$ cat config.mk
export PLATFORM = sky130hd
export DESIGN_NAME = table_driven_dfa_matcher_unit
export DESIGN_NICKNAME = d
export VERILOG_FILES = /design/src/rtl/tddm_pkg.sv /design/src/rtl/tddm_table.sv /design/src/rtl/table_driven_dfa_matcher_unit.sv
export VERILOG_INCLUDE_DIRS = /design/src /design/src/rtl
export SDC_FILE = /design/constraint.sdc
export NUM_CORES = 1
export LEC_CHECK = 0
export ABC_AREA = 1
export BUFFER_PORTS_ARGS = -buffer_cell sky130_fd_sc_hd__buf_4
export CAP_MARGIN = 20
export CORE_MARGIN = 1
export CORE_UTILIZATION = 50
export CTS_CLUSTER_SIZE = 12
export DETAILED_ROUTE_END_ITERATION = 7
export PLACE_DENSITY = 0.66
export SLEW_MARGIN = 20
export SYNTH_ARGS = -nofsm -noshare
export SYNTH_HDL_FRONTEND = slang
export SYNTH_SLANG_ARGS = --single-unit
export TNS_END_PERCENT = 10
$ cat constraint.sdc
create_clock -name clk -period 11.55 [get_ports clk]
set_clock_uncertainty 0.1 [all_clocks]
set_input_delay 1.7325 -clock clk [delete_from_list [all_inputs] [get_ports clk]]
set_output_delay 1.7325 -clock clk [all_outputs]
set_load 0.005 [all_outputs]
$ cat src/rtl/table_driven_dfa_matcher_unit_defines.svh
// Assertion macros shared by the DFA matcher RTL.
`ifndef TABLE_DRIVEN_DFA_MATCHER_UNIT_DEFINES_SVH
`define TABLE_DRIVEN_DFA_MATCHER_UNIT_DEFINES_SVH

// Checks a property on every clock edge outside of reset.
`define TDDM_ASSERT(lbl, prop, msg) \
  lbl: assert property (@(posedge clk) disable iff (!rst_n) (prop)) else $error(msg);

// Checks that a condition in one cycle implies another in the next cycle.
`define TDDM_ASSERT_NEXT(lbl, ante, cons, msg) \
  lbl: assert property (@(posedge clk) disable iff (!rst_n) (ante) |=> (cons)) else $error(msg);

`endif

$ cat src/rtl/tddm_pkg.sv
// Shared types and constants for the DFA matcher.
package tddm_pkg;

  // Default depth of the transition list.
  localparam int TABLE_ENTRIES_DEF = 64;

  // Field widths.
  localparam int STATE_W    = 6;
  localparam int SYM_W      = 8;
  localparam int FUNC_W     = 2;
  localparam int OUTCOME_W  = 2;
  localparam int MASK_W     = 64;
  localparam int CFG_IDX_W  = 2;
  localparam int IN_DATA_W  = 24;
  localparam int OUT_DATA_W = 8;

  // Register indexes on the configuration port.
  localparam logic [CFG_IDX_W-1:0] CFG_START_STATE = 2'd0;
  localparam logic [CFG_IDX_W-1:0] CFG_FINAL_MASK  = 2'd1;

  // Item kinds carried on the input tuser.
  typedef enum logic [FUNC_W-1:0] {
    FUNC_ADD = 2'd0,
    FUNC_SYM = 2'd1,
    FUNC_END = 2'd2
  } func_t;

  // Result codes.
  typedef enum logic [OUTCOME_W-1:0] {
    OUT_STORED = 2'd0,
    OUT_FULL   = 2'd1,
    OUT_REJECT = 2'd2,
    OUT_ACCEPT = 2'd3
  } outcome_t;

  // Sequencer states.
  typedef enum logic {
    S_IDLE   = 1'b0,
    S_SEARCH = 1'b1
  } seq_state_t;

  // One transition entry as held in the list.
  typedef struct packed {
    logic [STATE_W-1:0] to_state;
    logic [SYM_W-1:0]   symbol;
    logic [STATE_W-1:0] from_state;
  } entry_t;

endpackage

$ cat src/rtl/tddm_table.sv
// Transition list storage: one write port and one registered read port.
module tddm_table
  import tddm_pkg::*;
#(
  parameter int  DEPTH = TABLE_ENTRIES_DEF,
  localparam int IDX_W = (DEPTH > 1) ? $clog2(DEPTH) : 1
) (
  input  logic             clk,
  input  logic             wr_en,
  input  logic [IDX_W-1:0] wr_addr,
  input  entry_t           wr_entry,
  input  logic [IDX_W-1:0] rd_addr,
  output entry_t           rd_entry
);

  entry_t mem [DEPTH];
  entry_t rd_entry_r;

  // Append writes from the add path.
  always_ff @(posedge clk) begin
    if (wr_en) begin
      mem[wr_addr] <= wr_entry;
    end
  end

  // Read data is registered; it belongs to the address of the previous cycle.
  always_ff @(posedge clk) begin
    rd_entry_r <= mem[rd_addr];
  end

  assign rd_entry = rd_entry_r;

endmodule

$ cat src/rtl/table_driven_dfa_matcher_unit.sv
// Programmable DFA string acceptor: top level with sequencer and result register.
//
// Software appends transition entries (from state, symbol, to state) with add
// items, then feeds strings one symbol per item and closes each with an end
// item. Add and end items each give one result; a symbol item gives no result
// and holds the input while the single read port of the transition list is
// walked one entry per cycle in list order until the first entry that matches
// the current state and symbol. A symbol that arrives while the string is
// already dead does not start a walk. The configuration port is always ready;
// writing the start state also begins a new string. A new item is taken in the
// same cycle that a waiting result transfers.
module table_driven_dfa_matcher_unit
  import tddm_pkg::*;
#(
  parameter int TABLE_ENTRIES = TABLE_ENTRIES_DEF
) (
  input  logic                  clk,
  input  logic                  rst_n,
  // Input stream.
  input  logic                  in_tvalid,
  output logic                  in_tready,
  // [5:0] from_state, [13:6] symbol, [19:14] to_state, [23:20] zero
  input  logic [IN_DATA_W-1:0]  in_tdata,
  // [1:0] func
  input  logic [FUNC_W-1:0]     in_tuser,
  // Result stream.
  output logic                  out_tvalid,
  input  logic                  out_tready,
  // [1:0] outcome, [7:2] end_state
  output logic [OUT_DATA_W-1:0] out_tdata,
  // Configuration writes.
  input  logic                  cfg_valid,
  output logic                  cfg_ready,
  input  logic [CFG_IDX_W-1:0]  cfg_index,
  input  logic [MASK_W-1:0]     cfg_data
);

  `include "table_driven_dfa_matcher_unit_defines.svh"

  localparam int IDX_W = (TABLE_ENTRIES > 1) ? $clog2(TABLE_ENTRIES) : 1;
  localparam int CNT_W = $clog2(TABLE_ENTRIES + 1);
  localparam logic [CNT_W-1:0] FULL_CNT = CNT_W'(TABLE_ENTRIES);

  // Registers.
  seq_state_t         state_r, state_nxt;
  logic [CNT_W-1:0]   count_r, count_nxt;
  logic [STATE_W-1:0] cur_r, cur_nxt;
  logic               dead_r, dead_nxt;
  logic [STATE_W-1:0] start_r, start_nxt;
  logic [MASK_W-1:0]  mask_r, mask_nxt;
  logic [SYM_W-1:0]   sym_r, sym_nxt;
  logic [CNT_W-1:0]   scan_r, scan_nxt;
  logic               cmp_vld_r, cmp_vld_nxt;
  logic               out_valid_r, out_valid_nxt;
  outcome_t           outcome_r, outcome_nxt;
  logic [STATE_W-1:0] end_state_r, end_state_nxt;

  // Unpacked input fields.
  func_t              in_func;
  logic [STATE_W-1:0] in_from;
  logic [SYM_W-1:0]   in_sym;
  logic [STATE_W-1:0] in_to;

  // Control.
  logic   in_xfer;
  logic   issue;
  logic   hit;
  logic   full;
  logic   wr_en;
  entry_t wr_entry;
  entry_t rd_entry;

  assign in_func = func_t'(in_tuser);
  assign in_from = in_tdata[5:0];
  assign in_sym  = in_tdata[13:6];
  assign in_to   = in_tdata[19:14];

  assign wr_entry = '{to_state: in_to, symbol: in_sym, from_state: in_from};

  // Transition list storage.
  tddm_table #(
    .DEPTH (TABLE_ENTRIES)
  ) u_table (
    .clk      (clk),
    .wr_en    (wr_en),
    .wr_addr  (count_r[IDX_W-1:0]),
    .wr_entry (wr_entry),
    .rd_addr  (scan_r[IDX_W-1:0]),
    .rd_entry (rd_entry)
  );

  // Sequencer outputs and handshake control.
  always_comb begin
    in_tready = (state_r == S_IDLE) && (!out_valid_r || out_tready);
    in_xfer   = in_tvalid && in_tready;
    full      = (count_r == FULL_CNT);
    wr_en     = in_xfer && (in_func == FUNC_ADD) && !full;
    issue     = (state_r == S_SEARCH) && (scan_r < count_r);
    hit       = (state_r == S_SEARCH) && cmp_vld_r &&
                (rd_entry.from_state == cur_r) && (rd_entry.symbol == sym_r);
  end

  // Sequencer next state.
  always_comb begin
    state_nxt = state_r;
    case (state_r)
      S_IDLE: begin
        if (in_xfer && (in_func == FUNC_SYM) && !dead_r) begin
          state_nxt = S_SEARCH;
        end
      end
      S_SEARCH: begin
        if (hit || !issue) begin
          state_nxt = S_IDLE;
        end
      end
      default: state_nxt = S_IDLE;
    endcase
  end

  // Datapath and string state updates.
  always_comb begin
    count_nxt     = count_r;
    cur_nxt       = cur_r;
    dead_nxt      = dead_r;
    start_nxt     = start_r;
    mask_nxt      = mask_r;
    sym_nxt       = sym_r;
    scan_nxt      = scan_r;
    cmp_vld_nxt   = cmp_vld_r;
    out_valid_nxt = out_valid_r;
    outcome_nxt   = outcome_r;
    end_state_nxt = end_state_r;

    // A waiting result leaves on its transfer.
    if (out_valid_r && out_tready) begin
      out_valid_nxt = 1'b0;
    end

    // Accepted items.
    if (in_xfer) begin
      case (in_func)
        FUNC_ADD: begin
          out_valid_nxt = 1'b1;
          end_state_nxt = '0;
          if (full) begin
            outcome_nxt = OUT_FULL;
          end else begin
            outcome_nxt = OUT_STORED;
            count_nxt   = count_r + CNT_W'(1);
          end
        end
        FUNC_SYM: begin
          if (!dead_r) begin
            sym_nxt     = in_sym;
            scan_nxt    = '0;
            cmp_vld_nxt = 1'b0;
          end
        end
        FUNC_END: begin
          out_valid_nxt = 1'b1;
          if (dead_r) begin
            outcome_nxt   = OUT_REJECT;
            end_state_nxt = '0;
          end else begin
            outcome_nxt   = mask_r[cur_r] ? OUT_ACCEPT : OUT_REJECT;
            end_state_nxt = cur_r;
          end
          cur_nxt  = start_r;
          dead_nxt = 1'b0;
        end
        default: ;
      endcase
    end

    // List walk: one read issued and one compare per cycle.
    if (state_r == S_SEARCH) begin
      cmp_vld_nxt = issue;
      if (issue) begin
        scan_nxt = scan_r + CNT_W'(1);
      end
      if (hit) begin
        cur_nxt = rd_entry.to_state;
      end else if (!issue) begin
        dead_nxt = 1'b1;
      end
    end

    // Register writes; the start state also begins a new string.
    if (cfg_valid) begin
      case (cfg_index)
        CFG_START_STATE: begin
          start_nxt = cfg_data[STATE_W-1:0];
          cur_nxt   = cfg_data[STATE_W-1:0];
          dead_nxt  = 1'b0;
        end
        CFG_FINAL_MASK: begin
          mask_nxt = cfg_data;
        end
        default: ;
      endcase
    end
  end

  // Control registers.
  always_ff @(posedge clk) begin
    if (!rst_n) begin
      state_r     <= S_IDLE;
      count_r     <= '0;
      cur_r       <= '0;
      dead_r      <= 1'b0;
      start_r     <= '0;
      mask_r      <= '0;
      cmp_vld_r   <= 1'b0;
      out_valid_r <= 1'b0;
    end else begin
      state_r     <= state_nxt;
      count_r     <= count_nxt;
      cur_r       <= cur_nxt;
      dead_r      <= dead_nxt;
      start_r     <= start_nxt;
      mask_r      <= mask_nxt;
      cmp_vld_r   <= cmp_vld_nxt;
      out_valid_r <= out_valid_nxt;
    end
  end

  // Payload registers.
  always_ff @(posedge clk) begin
    sym_r       <= sym_nxt;
    scan_r      <= scan_nxt;
    outcome_r   <= outcome_nxt;
    end_state_r <= end_state_nxt;
  end

  assign cfg_ready  = 1'b1;
  assign out_tvalid = out_valid_r;
  assign out_tdata  = {end_state_r, outcome_r};

  // Checks on the sequencer and result path.
  `TDDM_ASSERT(a_count_bound, count_r <= FULL_CNT, "entry count beyond list depth")
  `TDDM_ASSERT(a_busy_search, (state_r == S_SEARCH) |-> !in_tready,
               "input taken during a list walk")
  `TDDM_ASSERT_NEXT(a_hit_alive, hit, !dead_r, "string dead after a matching entry")
  `TDDM_ASSERT(a_result_cause, $rose(out_tvalid) |-> $past(in_tvalid && in_tready),
               "result raised without an accepted item")

endmodule
==> impl_metrics.tcl <==
set metrics [dict create \
    min-delay-start "mask_r[16]" \
    min_path_cells 2 \
    ff2ff_path_depth 11 \
    synth_enable_flop_cells 1296 \
    synth_top_area_cell "edfxtp_1" \
    io_buffers 102 \
    place_hpwl_um 79300 \
    required_ns 11.88 \
    die_h_um 341 \
    ys_types 39 \
    worstHoldPathType "flip-flop to flip-flop" \
    post_cts_buffers 0 \
    cts_tree "done" \
    nFillCells 9237 \
    synthesis.area_um2 57300 \
    async_flop_share_pct 0 \
    power_frac_clock_pct 34.4 \
    p_seq_share_pct 45.8 \
    ios 108 \
    multi_input_area_um2 14200 \
    clockRootBuffer "clkbuf_16" \
    path_clk_slew_ns 0.06 \
    syn_nets 5147 \
    path_class "input pin to flip-flop" \
    period_minus_slack_ns 5.03 \
    cts_sinks 1410 \
    holdPathEnd "mask_r[16]" \
    antenna_found_initial 2 \
    syn_area_per_cell_um2 11.4 \
    endpoint_kind "flip-flop" \
    path_max_fanout 11 \
    grt_overflow 0 \
    synth_flop_cell "edfxtp_1" \
    wl_um 149000 \
    finalCritPeriodShare_pct 43.5 \
    switching_share_pct 30.2 \
    rows 123 \
    start_util_pct 50.7 \
    track_usage_pct 25.3 \
    first_pass_iters 6 \
    ys_ff_latch 1410 \
    synth.most_common_cell "edfxtp_1" \
    synth_commonest_cells "edfxtp_1, nor2_1, nand2_1" \
    hold_violations 0 \
    cts_inserted_buffers 146 \
    postCtsHoldBufs 0 \
    setup_ws_ns 6.52 \
    cp_slowest_stage_delay_ns 1.07 \
    relSlewSlack_pct 15.0 \
    fin_hold_ws_ns 0.342 \
    cp-start-kind "input pin" \
    synthCells 5041 \
    routed_via_density 5.61 \
    grt_pass1_vias 35257 \
    tns_ns 0 \
    combPwrFrac_pct 19.8 \
    p_int_mw 8.69 \
    antenna_left 0 \
    core-area_um2 113000 \
    h-tree-depth 4 \
    ys_seq_area_share_pct 71.9 \
    die-area_um2 116000 \
    grt_pass1_wl_um 219000 \
    max_freq_mhz 199 \
    yosys-top-cells-area "edfxtp_1, nor2_1, o21ai_0" \
    worstMarginPinSlew_ns 1.27 \
    post-place-ws_ns 5.74 \
    cpMaxStageDelayCell "nor2_1" \
    synth_top_area_share_pct 67.9 \
    p_leak_nw 21.9 \
    r2r-end "u_table.rd_entry[1]" \
    cts_resized 0 \
    ir_worst_vdd_mv 0.188 \
    path_cells "buf_4 -> inv_1 -> nand2_1 -> nand3_1 -> nor2_1 -> nand2_2 -> inv_4 -> nand4_2 -> nor2_1 -> buf_4" \
    switching_power_mw 3.76 \
    drtIter0Drc 4405 \
    finalSetupViolCount 0 \
    seqCellArea_um2 41200 \
    slew_viol_final 0 \
    maxCapViolCount 0 \
    die_x_um 341 \
    grt_max_degree 250 \
    status "finished, final reports clean" \
    arrival_ns 5.36 \
    nets 5155 \
    gp_congestion 0.886 \
    total_power_mw 12.5 \
    drc 0 \
    pwr_density_cell_nw_per_um2 196 \
    cts.path.max_buffers 3 \
    place_inst 6401 \
    yosysWarnings 0 \
    final_cells 6644 \
    routed-via-count 37306 \
    syn_to_final_growth_pct 11.0 \
    clk_latency_ns 0.74 \
    rsz0062_at_grt "no" \
    wl_per_cell_um 22.4 \
    drive_above_1_share_pct 8.32 \
    reg2reg_slack_ns 6.94 \
    reg2reg_from "scan_r[0]" \
]
==> power groups by stage <==
stage | clock network [mW] | logic, mW | registers [mW]
2_1_floorplan | 0 | 1.76 | 5.76
3_3_place_gp | 0 | 2.41 | 5.81
3_5_place_dp | 0 | 2.44 | 5.81
4_1_cts | 4.33 | 2.45 | 5.70
5_1_grt | 4.52 | 2.72 | 5.71
6_report | 4.28 | 2.47 | 5.70
==> state kept, by name, summed over array words and instances, names as in the netlist <==
register / cells
outcome_r: 2
scan_r: 7
sym_r: 8
dead_r: 1
u_table.mem: 1280
out_tvalid: 1
start_r: 6
cur_r: 6
cmp_vld_r: 1
mask_r: 64
state_r: 1
u_table.rd_entry: 20
end_state_r: 6
count_r: 7
==> cell usage in the layout, fill, tap and decap left out, types with 6 or more instances in the layout <==
cell type,synthesis,final
nor2_2,1,32
or2_1,16,16
inv_1,194,194
a31oi_1,15,15
nand2_1,659,659
clkbuf_16,0,151
o21ai_0,591,591
o211ai_1,99,99
ha_1,9,9
nand3_1,312,311
clkinv_1,1,29
nand3b_1,7,7
or2_0,9,9
buf_4,18,157
clkinv_2,0,9
edfxtp_1,1296,1296
inv_2,8,6
or2_2,7,7
o21ai_1,106,106
nor2_4,0,31
clkbuf_1,120,42
a21oi_1,111,111
nor2_1,1147,1085
dfxtp_1,114,111
==> how the worst max path moves through the flow <==
stage               slack, ns             endpoint  depth (start not counted)       start
finish                   6.52   u_table.mem[28][9]                         10  out_tready
global route             6.37  u_table.mem[28][19]                         10  out_tready
CTS                      6.51  u_table.mem[14][14]                          9  out_tready
detailed placement       5.74   u_table.mem[14][7]                          9  out_tready
global placement         5.80  u_table.mem[30][19]                          9  out_tready
floorplan                6.64    u_table.mem[7][0]                         10  out_tready
==> worst max-delay path, delay by kind of cell <==
family	cells	cell delay, ns
AND/OR/NAND/NOR	6	2.95
buffers and inverters	4	0.66
==> stage by stage <==
step                utilization (%)  cell area [um2]
finish                         56.2            63600
global route                   56.2            63600
CTS                            56.1            63500
detailed placement             52.4            59200
global placement               52.3            59100
floorplan                         -            57300
==> final cells by class <==
type	instances	area share, %
sequential	1410	64.8
antenna	2	0.00787
clock buffer	193	6.19
multi-input combinational	3122	22.3
tap	1500	2.95
clock inverter	48	0.492
timing repair buffer	164	2.02
inverter	205	1.25
==> cell families (layout without fill, tap and decap cells) <==
kind of cell | after synthesis | after routing | synth area share (%)
other cells | 1 | 3 | 0.00654
compound gates | 929 | 929 | 8.60
simple gates | 2174 | 2174 | 15.2
flops | 1410 | 1410 | 71.9
xor+xnor | 9 | 9 | 0.138
buf+inv | 509 | 610 | 3.97
fa+ha+maj | 9 | 9 | 0.196
==> per-layer routing <==
layer  wire [um]  GRT usage, %  vias to the layer above  part of all wire (%)
li1            -             -                    17514                     -
met5           0             0                        -                     0
met1       61600          34.9                    18136                    41
met4        5130          9.77                        0                   3.4
met3       11700          4.30                      242                   7.9
met2       70200          40.2                     1414                    47
Note: power is estimated with default switching activity, not from simulation.
